[src/sv/fd_pkg.sv]
// fall detector package: payload structs, register indexes and phase codes
// no dependencies; imported by the interfaces, the top level and the checker
`timescale 1ns / 1ps

package fd_pkg;

  // configuration register indexes
  localparam logic [2:0] REG_FREEFALL_LEVEL_SQ = 3'd0;
  localparam logic [2:0] REG_IMPACT_LEVEL_SQ   = 3'd1;
  localparam logic [2:0] REG_POSTURE_LEVEL     = 3'd2;
  localparam logic [2:0] REG_WINDOW_MS         = 3'd3;
  localparam logic [2:0] REG_COOLDOWN_MS       = 3'd4;

  localparam int unsigned CfgIdxW  = 3;
  localparam int unsigned CfgDataW = 32;

  // reset values of the registers
  localparam logic [31:0] FREEFALL_LEVEL_SQ_RST = 32'd42954916;
  localparam logic [31:0] IMPACT_LEVEL_SQ_RST   = 32'd603979776;
  localparam logic [15:0] POSTURE_LEVEL_RST     = 16'd11469;
  localparam logic [15:0] WINDOW_MS_RST         = 16'd1800;
  localparam logic [15:0] COOLDOWN_MS_RST       = 16'd5000;

  // phase codes
  localparam logic [1:0] PH_IDLE      = 2'd0;
  localparam logic [1:0] PH_FREEFALL  = 2'd1;
  localparam logic [1:0] PH_CONFIRMED = 2'd2;

  typedef struct packed {
    logic signed [15:0] accel_x;
    logic signed [15:0] accel_y;
    logic signed [15:0] accel_z;
    logic        [31:0] time_ms;
  } fd_sample_t;

  typedef struct packed {
    logic [1:0] phase;
    logic       fall_alert;
  } fd_result_t;

endpackage

[src/sv/fd_in_if.sv]
// sample channel: valid/ready handshake carrying one accelerometer sample
// depends on fd_pkg for the payload struct
`timescale 1ns / 1ps

interface fd_in_if import fd_pkg::*; ();
  logic       valid;
  logic       ready;
  fd_sample_t data;

  modport source (output valid, output data, input ready);
  modport sink   (input valid, input data, output ready);
endinterface

[src/sv/fd_out_if.sv]
// result channel: valid/ready handshake carrying phase and alert
// depends on fd_pkg for the payload struct
`timescale 1ns / 1ps

interface fd_out_if import fd_pkg::*; ();
  logic       valid;
  logic       ready;
  fd_result_t data;

  modport source (output valid, output data, input ready);
  modport sink   (input valid, input data, output ready);
endinterface

[src/sv/fall_detector_fsm_top.sv]
// fall detector top level: sample register, squaring logic, phase machine
// depends on fd_pkg, fd_in_if and fd_out_if
`timescale 1ns / 1ps

// Usage
// sample_i takes one accelerometer sample per transfer (three signed axes
// and a millisecond timestamp); result_o returns exactly one result per
// sample, in order: the phase after that sample and a one-shot fall alert.
// Thresholds are written through cfg_we_i / cfg_idx_i / cfg_data_i while
// no sample is in flight; an index beyond the register list is ignored.
// A sample's result shows after it passes the sample register and then the
// result register. Throughput: one sample per cycle while the result is
// not stalled; the squares, the compares and the phase machine sit between
// the two registers, so consecutive samples follow without gaps.
// The whole pipeline advances together whenever the result register is
// empty or being taken, so sample_i.ready drops only while a result sits
// unread on result_o; a stalled result holds its value.
// Reset clears the phase to idle, the timestamps and alert flag to zero,
// empties the pipeline and reloads the register defaults.
module fall_detector_fsm_top import fd_pkg::*; (
  input  logic                clk_i,
  input  logic                rst_ni,
  fd_in_if.sink               sample_i,
  fd_out_if.source            result_o,
  input  logic                cfg_we_i,
  input  logic [CfgIdxW-1:0]  cfg_idx_i,
  input  logic [CfgDataW-1:0] cfg_data_i
);

  // configuration registers
  logic [31:0] freefall_level_sq_q;
  logic [31:0] impact_level_sq_q;
  logic [15:0] posture_level_q;
  logic [15:0] window_ms_q;
  logic [15:0] cooldown_ms_q;

  always_ff @(posedge clk_i or negedge rst_ni) begin
    if (!rst_ni) begin
      freefall_level_sq_q <= FREEFALL_LEVEL_SQ_RST;
      impact_level_sq_q   <= IMPACT_LEVEL_SQ_RST;
      posture_level_q     <= POSTURE_LEVEL_RST;
      window_ms_q         <= WINDOW_MS_RST;
      cooldown_ms_q       <= COOLDOWN_MS_RST;
    end else if (cfg_we_i) begin
      case (cfg_idx_i)
        REG_FREEFALL_LEVEL_SQ: freefall_level_sq_q <= cfg_data_i;
        REG_IMPACT_LEVEL_SQ:   impact_level_sq_q   <= cfg_data_i;
        REG_POSTURE_LEVEL:     posture_level_q     <= cfg_data_i[15:0];
        REG_WINDOW_MS:         window_ms_q         <= cfg_data_i[15:0];
        REG_COOLDOWN_MS:       cooldown_ms_q       <= cfg_data_i[15:0];
        default: ;
      endcase
    end
  end

  // the pipeline moves as one whenever the result slot is free or draining
  logic adv;
  logic res_valid_q;
  assign adv            = !res_valid_q || result_o.ready;
  assign sample_i.ready = adv;

  // sample register
  logic       s0_valid_q;
  fd_sample_t s0_q;

  always_ff @(posedge clk_i or negedge rst_ni) begin
    if (!rst_ni) begin
      s0_valid_q <= 1'b0;
    end else if (adv) begin
      s0_valid_q <= sample_i.valid;
    end
  end

  always_ff @(posedge clk_i) begin
    if (adv && sample_i.valid) begin
      s0_q <= sample_i.data;
    end
  end

  // magnitudes and squares
  function automatic logic [16:0] abs17(input logic signed [15:0] v);
    logic [16:0] ext;
    ext = {v[15], v};
    return v[15] ? (17'd0 - ext) : ext;
  endfunction

  logic [16:0] ax_abs, ay_abs, az_abs;
  logic [33:0] sqx_full, sqy_full, sqz_full;

  assign ax_abs   = abs17(s0_q.accel_x);
  assign ay_abs   = abs17(s0_q.accel_y);
  assign az_abs   = abs17(s0_q.accel_z);
  assign sqx_full = ax_abs * ax_abs;
  assign sqy_full = ay_abs * ay_abs;
  assign sqz_full = az_abs * az_abs;

  // phase machine and result register
  logic [31:0] msq;
  logic [31:0] ff_elapsed, cf_elapsed;
  logic        low_mag, high_mag, lying_flat, window_over, cooldown_over;

  // a full-scale axis squares to two to the thirty, so 31 bits suffice;
  // three squares stay below two to the thirty-two, no carry out
  assign msq = {1'b0, sqx_full[30:0]} + {1'b0, sqy_full[30:0]} + {1'b0, sqz_full[30:0]};

  logic [1:0]  phase_q, phase_d;
  logic [31:0] freefall_time_q, freefall_time_d;
  logic [31:0] confirm_time_q, confirm_time_d;
  logic        alert_done_q, alert_done_d;
  logic        alert;

  // wrapping differences so a rolled-over timestamp still measures right
  assign ff_elapsed    = s0_q.time_ms - freefall_time_q;
  assign cf_elapsed    = s0_q.time_ms - confirm_time_q;
  assign low_mag       = msq < freefall_level_sq_q;
  assign high_mag      = msq > impact_level_sq_q;
  assign lying_flat    = az_abs <= {1'b0, posture_level_q};
  assign window_over   = ff_elapsed > {16'd0, window_ms_q};
  assign cooldown_over = cf_elapsed > {16'd0, cooldown_ms_q};

  always_comb begin
    phase_d         = phase_q;
    freefall_time_d = freefall_time_q;
    confirm_time_d  = confirm_time_q;
    alert_done_d    = alert_done_q;
    alert           = 1'b0;
    case (phase_q)
      PH_FREEFALL: begin
        if (window_over) begin
          phase_d = PH_IDLE;
        end else if (high_mag) begin
          if (lying_flat) begin
            phase_d        = PH_CONFIRMED;
            confirm_time_d = s0_q.time_ms;
            alert_done_d   = 1'b0;
          end else begin
            phase_d = PH_IDLE;
          end
        end
      end
      PH_CONFIRMED: begin
        if (!alert_done_q) begin
          alert        = 1'b1;
          alert_done_d = 1'b1;
        end
        if (cooldown_over) begin
          phase_d = PH_IDLE;
        end
      end
      default: begin
        // idle, and the unused code behaves as idle
        phase_d = PH_IDLE;
        if (low_mag) begin
          phase_d         = PH_FREEFALL;
          freefall_time_d = s0_q.time_ms;
        end
      end
    endcase
  end

  fd_result_t res_q;

  always_ff @(posedge clk_i or negedge rst_ni) begin
    if (!rst_ni) begin
      phase_q         <= PH_IDLE;
      freefall_time_q <= 32'd0;
      confirm_time_q  <= 32'd0;
      alert_done_q    <= 1'b0;
      res_valid_q     <= 1'b0;
    end else if (adv) begin
      res_valid_q <= s0_valid_q;
      if (s0_valid_q) begin
        phase_q         <= phase_d;
        freefall_time_q <= freefall_time_d;
        confirm_time_q  <= confirm_time_d;
        alert_done_q    <= alert_done_d;
      end
    end
  end

  always_ff @(posedge clk_i) begin
    if (adv && s0_valid_q) begin
      res_q.phase      <= phase_d;
      res_q.fall_alert <= alert;
    end
  end

  assign result_o.valid = res_valid_q;
  assign result_o.data  = res_q;

endmodule

[src/flat_wrapper.sv]
// flat-port wrapper written by rule: the top's interface ports become plain ports
module fall_detector_fsm_top_flat import fd_pkg::*;
  (clk_i, rst_ni, cfg_we_i, cfg_idx_i, cfg_data_i, sample_i_valid, sample_i_data, sample_i_ready, result_o_valid, result_o_data, result_o_ready);
  fd_in_if sample_i_i ();
  fd_out_if result_o_i ();
  input  logic clk_i;
  input  logic rst_ni;
  input  logic cfg_we_i;
  input  logic [CfgIdxW-1:0] cfg_idx_i;
  input  logic [CfgDataW-1:0] cfg_data_i;
  input wire logic [$bits(sample_i_i.valid)-1:0] sample_i_valid;
  input wire logic [$bits(sample_i_i.data)-1:0] sample_i_data;
  output wire logic [$bits(sample_i_i.ready)-1:0] sample_i_ready;
  output wire logic [$bits(result_o_i.valid)-1:0] result_o_valid;
  output wire logic [$bits(result_o_i.data)-1:0] result_o_data;
  input wire logic [$bits(result_o_i.ready)-1:0] result_o_ready;
  assign sample_i_i.valid = sample_i_valid;
  assign sample_i_i.data = sample_i_data;
  assign sample_i_ready = sample_i_i.ready;
  assign result_o_valid = result_o_i.valid;
  assign result_o_data = result_o_i.data;
  assign result_o_i.ready = result_o_ready;
  fall_detector_fsm_top u_core (.clk_i(clk_i), .rst_ni(rst_ni), .sample_i(sample_i_i), .result_o(result_o_i), .cfg_we_i(cfg_we_i), .cfg_idx_i(cfg_idx_i), .cfg_data_i(cfg_data_i));
endmodule
[config.mk]
export PLATFORM = sky130hd
export DESIGN_NAME = fall_detector_fsm_top_flat
export DESIGN_NICKNAME = d
export VERILOG_FILES = /design/src/sv/fd_pkg.sv /design/src/sv/fd_in_if.sv /design/src/sv/fd_out_if.sv /design/src/sv/fall_detector_fsm_top.sv /design/src/flat_wrapper.sv
export SDC_FILE = /design/constraint.sdc
export NUM_CORES = 2
export LEC_CHECK = 0
export ABC_AREA = 0
export BUFFER_PORTS_ARGS = -buffer_cell sky130_fd_sc_hd__buf_2
export CAP_MARGIN = 0
export CORE_MARGIN = 4
export CORE_UTILIZATION = 25
export DETAILED_ROUTE_END_ITERATION = 16
export MAX_ROUTING_LAYER = met4
export PLACE_DENSITY_LB_ADDON = 0.05
export SYNTH_ARGS = -nofsm -noshare
export SYNTH_HDL_FRONTEND = slang
export SYNTH_SLANG_ARGS = --single-unit
[constraint.sdc]
create_clock -name clk_i -period 23.2 [get_ports clk_i]
set_input_delay 4.64 -clock clk_i [delete_from_list [all_inputs] [get_ports clk_i]]
set_output_delay 4.64 -clock clk_i [all_outputs]
set_load 0.005 [all_outputs]
* After elaboration in Yosys (flattened, before gate mapping)
Cells that the tools add are included.
Cells by class: add/sub/neg operators 7, $mul 3, div/mod/pow operators 0, order comparisons 5, eq/ne operators 9, shifts and indexed selects 0, multiplexer cells 14, bitwise operators 2, reduce and logical (&&, ||, !) cells 16
Operator list (count):
- 17-bit by 17-bit multiplier with 31-bit output | 3
- 32-bit by 16-bit greater-than comparator with 1-bit output | 2
- 32-bit subtractor | 2
- 17-bit 2-to-1 mux | 3
- 1-bit by 16-bit subtractor with 17-bit output (first input constant) | 3
- 31-bit by 31-bit adder with 32-bit output | 1
- 32-bit by 31-bit adder with 32-bit output | 1
- 32-bit greater-than comparator | 1
- 32-bit < comparator | 1
- 17-bit by 16-bit less-or-equal comparator with 1-bit output | 1
- 2-bit AND reduction | 6
- 6-bit AND reduction | 2
- 2-bit 2-to-1 mux | 4
- 3-bit by 2-bit equality test with 1-bit output (second input constant) | 2
- 1-bit 2-to-1 mux | 5
- 2-bit by 1-bit inequality test with 1-bit output (second input constant) | 2
- 2-bit case mux with 2 select lines | 1
- 4-bit AND reduction | 1
- 3-bit by 1-bit equality test with 1-bit output (second input constant) | 1
- 3-bit equality test (second input constant) | 1
- 3-bit logical NOT | 1
- 2-bit by 1-bit equality test with 1-bit output (second input constant) | 1
- 2-bit equality test (second input constant) | 1
- 1-bit logical AND | 2
- 7 further kinds | 8
Word-level totals: bits in registers 264, bits in latches 0, memory bits (writable) 0, ROM bits 0, bits of input ports 120, output and inout port bits 5, word-level logic and storage cells 73, memories kept 0

* Depth between registers and ports, before layout
depth in word-level cells 9, mapped depth 58, mapped depth without buffers 54

* Least setup slack after synthesis
No wires, ideal clock.
kind register to register, from register u_core.s0_q[54] (netlist bit), to register u_core.confirm_time_q[0], arrival time 12310 ps, setup slack 10765 ps, cell stages (with the launch flop) 50, period minus slack after synthesis 12435 ps, cells stage by stage edfxtp_1 -> or4_1 -> or3_1 -> or3_1 -> o31ai_1 -> xor2_1 -> clkinv_1 -> nand2_1 -> fa_1 -> fa_1 -> fa_1 -> inv_1 -> fa_1 -> fa_1 -> inv_1 -> fa_1 -> inv_1 -> ha_1 -> [14 not listed] -> o21ai_0 -> o41ai_1 -> o21ai_0 -> a21oi_1 -> xnor2_1 -> ha_1 -> nand4_1 -> nor3_1 -> inv_1 -> nor4_1 -> o22a_1 -> o21ai_0 -> nor2_1 -> o21ai_0 -> or4b_4 -> nor2_8 -> buf_12 -> mux2_4
Between the ends: longest elaborated chain between the ends 7
RTL lines:
- start, declared | RTL line fall_detector_fsm_top.sv:64 | fd_sample_t s0_q;
- start signal, assigned | RTL line fall_detector_fsm_top.sv:76 | s0_q <= sample_i.data;
- 1-bit by 16-bit subtractor with 17-bit output | RTL line fall_detector_fsm_top.sv:84 | return v[15] ? (17'd0 - ext) : ext;
- 17-bit 2-to-1 mux * | RTL line fall_detector_fsm_top.sv:84
- 17-bit by 17-bit multiplier with 31-bit output * | RTL line fall_detector_fsm_top.sv:94 | assign sqy_full = ay_abs * ay_abs;
- 31-bit by 31-bit adder with 32-bit output * | RTL line fall_detector_fsm_top.sv:104 | assign msq = {1'b0, sqx_full[30:0]} + {1'b0, sqy_full[30:0]} + {1'b0, sqz_full[30:0]};
- 32-bit by 31-bit adder with 32-bit output * | RTL line fall_detector_fsm_top.sv:104
- 32-bit greater-than comparator * | RTL line fall_detector_fsm_top.sv:116 | assign high_mag = msq > impact_level_sq_q;
- 6-bit AND reduction (no line) *
- end signal, assigned | RTL line fall_detector_fsm_top.sv:175 | confirm_time_q <= confirm_time_d;
- end, declared | RTL line fall_detector_fsm_top.sv:108 | logic [31:0] confirm_time_q, confirm_time_d;
Mark *: on every way between the ends. The rest lies on a longest branch, timed or not. A chain may end at the register's enable or synchronous reset.

* Worst setup path after layout
from register u_core.s0_q[64] (netlist bit), to register u_core.confirm_time_q[2]
Between the ends: longest elaborated chain between the ends 7
RTL lines:
- 1-bit by 16-bit subtractor with 17-bit output | RTL line fall_detector_fsm_top.sv:84
- 17-bit 2-to-1 mux * | RTL line fall_detector_fsm_top.sv:84
- 17-bit by 17-bit multiplier with 31-bit output * | RTL line fall_detector_fsm_top.sv:93 | assign sqx_full = ax_abs * ax_abs;
- 31-bit by 31-bit adder with 32-bit output * | RTL line fall_detector_fsm_top.sv:104
- 32-bit by 31-bit adder with 32-bit output * | RTL line fall_detector_fsm_top.sv:104
- 32-bit greater-than comparator * | RTL line fall_detector_fsm_top.sv:116
- 6-bit AND reduction (no line) *
Marked as above.

==> metrics.md <==
| Metric | Value |
|---|---|
| Remaining DRCs | 0 |
| Worst reg2reg path depth | 54 |
| Die area | about 170,000 sq um |
| Share of the synthesized area in the top cell type | between 20 and 30% |
| Synthesized area per cell | approximately 9.2 sq um |
| Initial core utilization | 25.15% |
| Worst Skew | between 60 and 70 ps |
| First-pass GRT wire length | between 200 and 250 mm |
| Final HPWL DP | between 100 and 150 mm |
| GPL Wtd Cong | 0.8067 |
| Mapped Cells | 4,508 |
| Max_cap viols | 0 |
| Vias in the first global route | roughly 33,000 |
| FFs w/ async S/R, synth | 68.56% |
| Count of different cell masters after synthesis | 90 |
| Hold Crit Depth | 1 |
| TNS Setup | 0 ps |
| Unrepaired setup endpoints after global routing | no |
| CTS tree | built |
| Ports | 125 |
| Final period utilization | a little under 70% |
| Setup bufs post-CTS | 0 |
| Type of the most critical hold path | flop to flop |
| CP Buf/Inv Count | 10 |
| R2R Path Start | u_core.s0_q[64] |
| CP max FO | 33 |
| Area grow syn2layout | 12.17% |
| Req. time, crit path | 23,710 ps |
| EDFF count, synth | 83 |
| Hold Vio Cnt, Final | 0 |
| Max Fclk | 0.06229 GHz |
| Wire per inst | about 19 um |
| Stages on worst setup path | 54 |
| Htree depth | 2 |
| Mapped cell area | 41,490 sq um |
| Vias/cell | 4.291 |
| Final Max Tran Viols | 0 |
| Total grt overflow | 0 |
| CTS max path bufs | 3 |
| CTS Hold Bufs | 0 |
| Worst setup EP type | flop |
| Commonest non-fill, non-tap cells in the layout | 1,081 x inv_1, 601 x fa_1, 484 x ha_1 |
| Clock transition at path regs | 60 ps |
| CTS Sinks | 264 |
| Max-slew headroom | a little under a third |
| CTS resizes | 0 |
| Worst skew pair latency | 650 ps |
| Nets | around 5,900 |
| Layout cells sized above 1 | 8.281% |
| Die Ht | 415.4 um |
| Die W | 415.4 um |
| Ys flop type | dfrtp_1 |
| CP Launch Point | u_core.s0_q[64] |
| Root Buffer | clkbuf_16 |
| WS Path Type | flop to flop |
| Initial antenna violation count | 4 |
| Post-Route WL | 128.9 mm |
| Endpoints failing setup | 0 |
| Synth warnings | 0 |
| Drt first pass iters | 7 |
| Cell mode on critical path | o21ai_0 |
| Total CTS buffers | 40 |
| Critical Path Max Stage Delay | 900 ps |
| Worst Setup Start Kind | flop |
| Gr usage total | 15.74% |
| Final min period | 16,050 ps |
| Final ANT Viol Nets | 0 |
| Area leader, netlist | fa_1 |
| Worst hold path startpoint | u_core.s0_valid_q |
| Post-synthesis sequential area ratio | between 10% and 20% |
| Slowest CP cell | nor4_1 |
| Iteration-0 DRC Markers | 1,207 |
| Most common cell after layout, fill and taps aside | inv_1 |
| Largest net degree at the start of global routing | 68 |
| Cell family with most CP delay | adder cells |
| Worst slew pin tran | approximately 1000 ps |
| Filler instances | 17,869 |
| Routed via count | 29,808 |
| Number of diodes | 0 |
| Worst EP arrival | 16,570 ps |
| Top cells by area, synth | fa_1 29%, ha_1 15%, inv_1 9.8% |
| Status | complete, no violations |
| FP Rows | 149 |
| Buffers on Ports | between 100 and 150 |
| CORE AREA | 165,000 sq um |
| FF+latch count, synth | 264 |
[worst reg2reg max path: cells and delay by family, from the launching register on]
family,cells,cell delay [ps]
flip-flops,1,350
XOR/XNOR,3,1290
AO/OA/AOI/OAI,15,3510
adder cells (fa/ha/maj),11,4490
AND/OR/NAND/NOR,14,4350
buffers and inverters,10,1500
multiplexers,1,450
[registers in the layout (all words and copies together), names as in the netlist]
| register | flops |
|---|---|
| u_core.freefall_level_sq_q | 32 |
| u_core.impact_level_sq_q | 32 |
| u_core.window_ms_q | 16 |
| u_core.s0_q | 80 |
| u_core.alert_done_q | 1 |
| u_core.s0_valid_q | 1 |
| u_core.posture_level_q | 16 |
| u_core.phase_q | 2 |
| u_core.confirm_time_q | 32 |
| u_core.freefall_time_q | 32 |
| u_core.cooldown_ms_q | 16 |
| u_core.result_o.valid | 1 |
| u_core.result_o.data | 3 |
[layout make-up]
class                      count  area, sq um  area share [%]
tap                         2189         2739           5.885
multi-input combinational   3152        30250           65.00
clock inverter                15        244.0          0.5243
clock buffer                  59         1162           2.498
inverter                    1102         4136           8.889
sequential                   264         7061           15.17
timing repair buffer         166        944.7           2.030
[layer usage]
metal,wire (um),global-route usage [%],up-vias
li1,-,-,14645
met1,62600,21.44,14761
met2,61830,26.03,292
met3,2471,1.401,110
met4,1991,2.401,0
met5,0,-,-
[worst paths after layout]
kind,end,slack [ps]
max,u_core.confirm_time_q[2],7150
min,u_core.result_o.valid,480
max reg2reg,u_core.confirm_time_q[2],7150
min reg2reg,u_core.result_o.valid,480
max in group asynchronous,u_core.confirm_time_q[3],17800
min in group asynchronous,u_core.impact_level_sq_q[30],4040
[stage by stage]
stage                     hold WS (ps)  cell area (sq um)  util (%)  cells  worst slack (ps)
after floorplan                  452.8              41860         -   4606             10770
after global placement           472.9              45130     27.35   6873              6943
after detailed placement         482.8              45130     27.35   6873              6714
after CTS                        486.8              46540     28.21   6947              6670
after global routing             513.4              46540     28.21   6947              5942
final                            479.3              46540     28.21   6947              7145
[cell families after synthesis]
family	count (synthesis)	share of synthesized area, %
compound gates	703	10.65
simple gates	964	10.47
fa+ha+maj	1085	43.60
other cells	2	0.01810
mux	94	2.793
xor+xnor	206	4.349
flops	264	17.02
buf+inv	1190	11.10
[cells in the mapped netlist (8+ instances only)]
cell and instances:
inv_1 1081, fa_1 601, ha_1 484, nand2_1 415, nor2_1 258, o21ai_0 208
a21oi_1 176, dfrtp_1 150, xnor2_1 118, xor2_1 88, edfxtp_1 83, clkbuf_1 77
a21o_1 69, mux2_2 58, nand3_1 44, nor3_1 44, o21a_1 43, nand4_1 35
nand2b_1 33, dfstp_2 31, mux2_4 29, a211oi_1 24, nor2b_1 24, o31ai_1 22
a31oi_1 19, and2_1 19, or3_1 19, clkinv_1 18, o21bai_1 18, o211ai_1 16
and3_1 12, or2_2 12, a21boi_0 11, o41ai_1 9, a2111oi_0 8, a211o_1 8
nor4_1 8
Power is not shown: default switching activity piles up to over one toggle a cycle in this logic, so the estimate is an artifact.
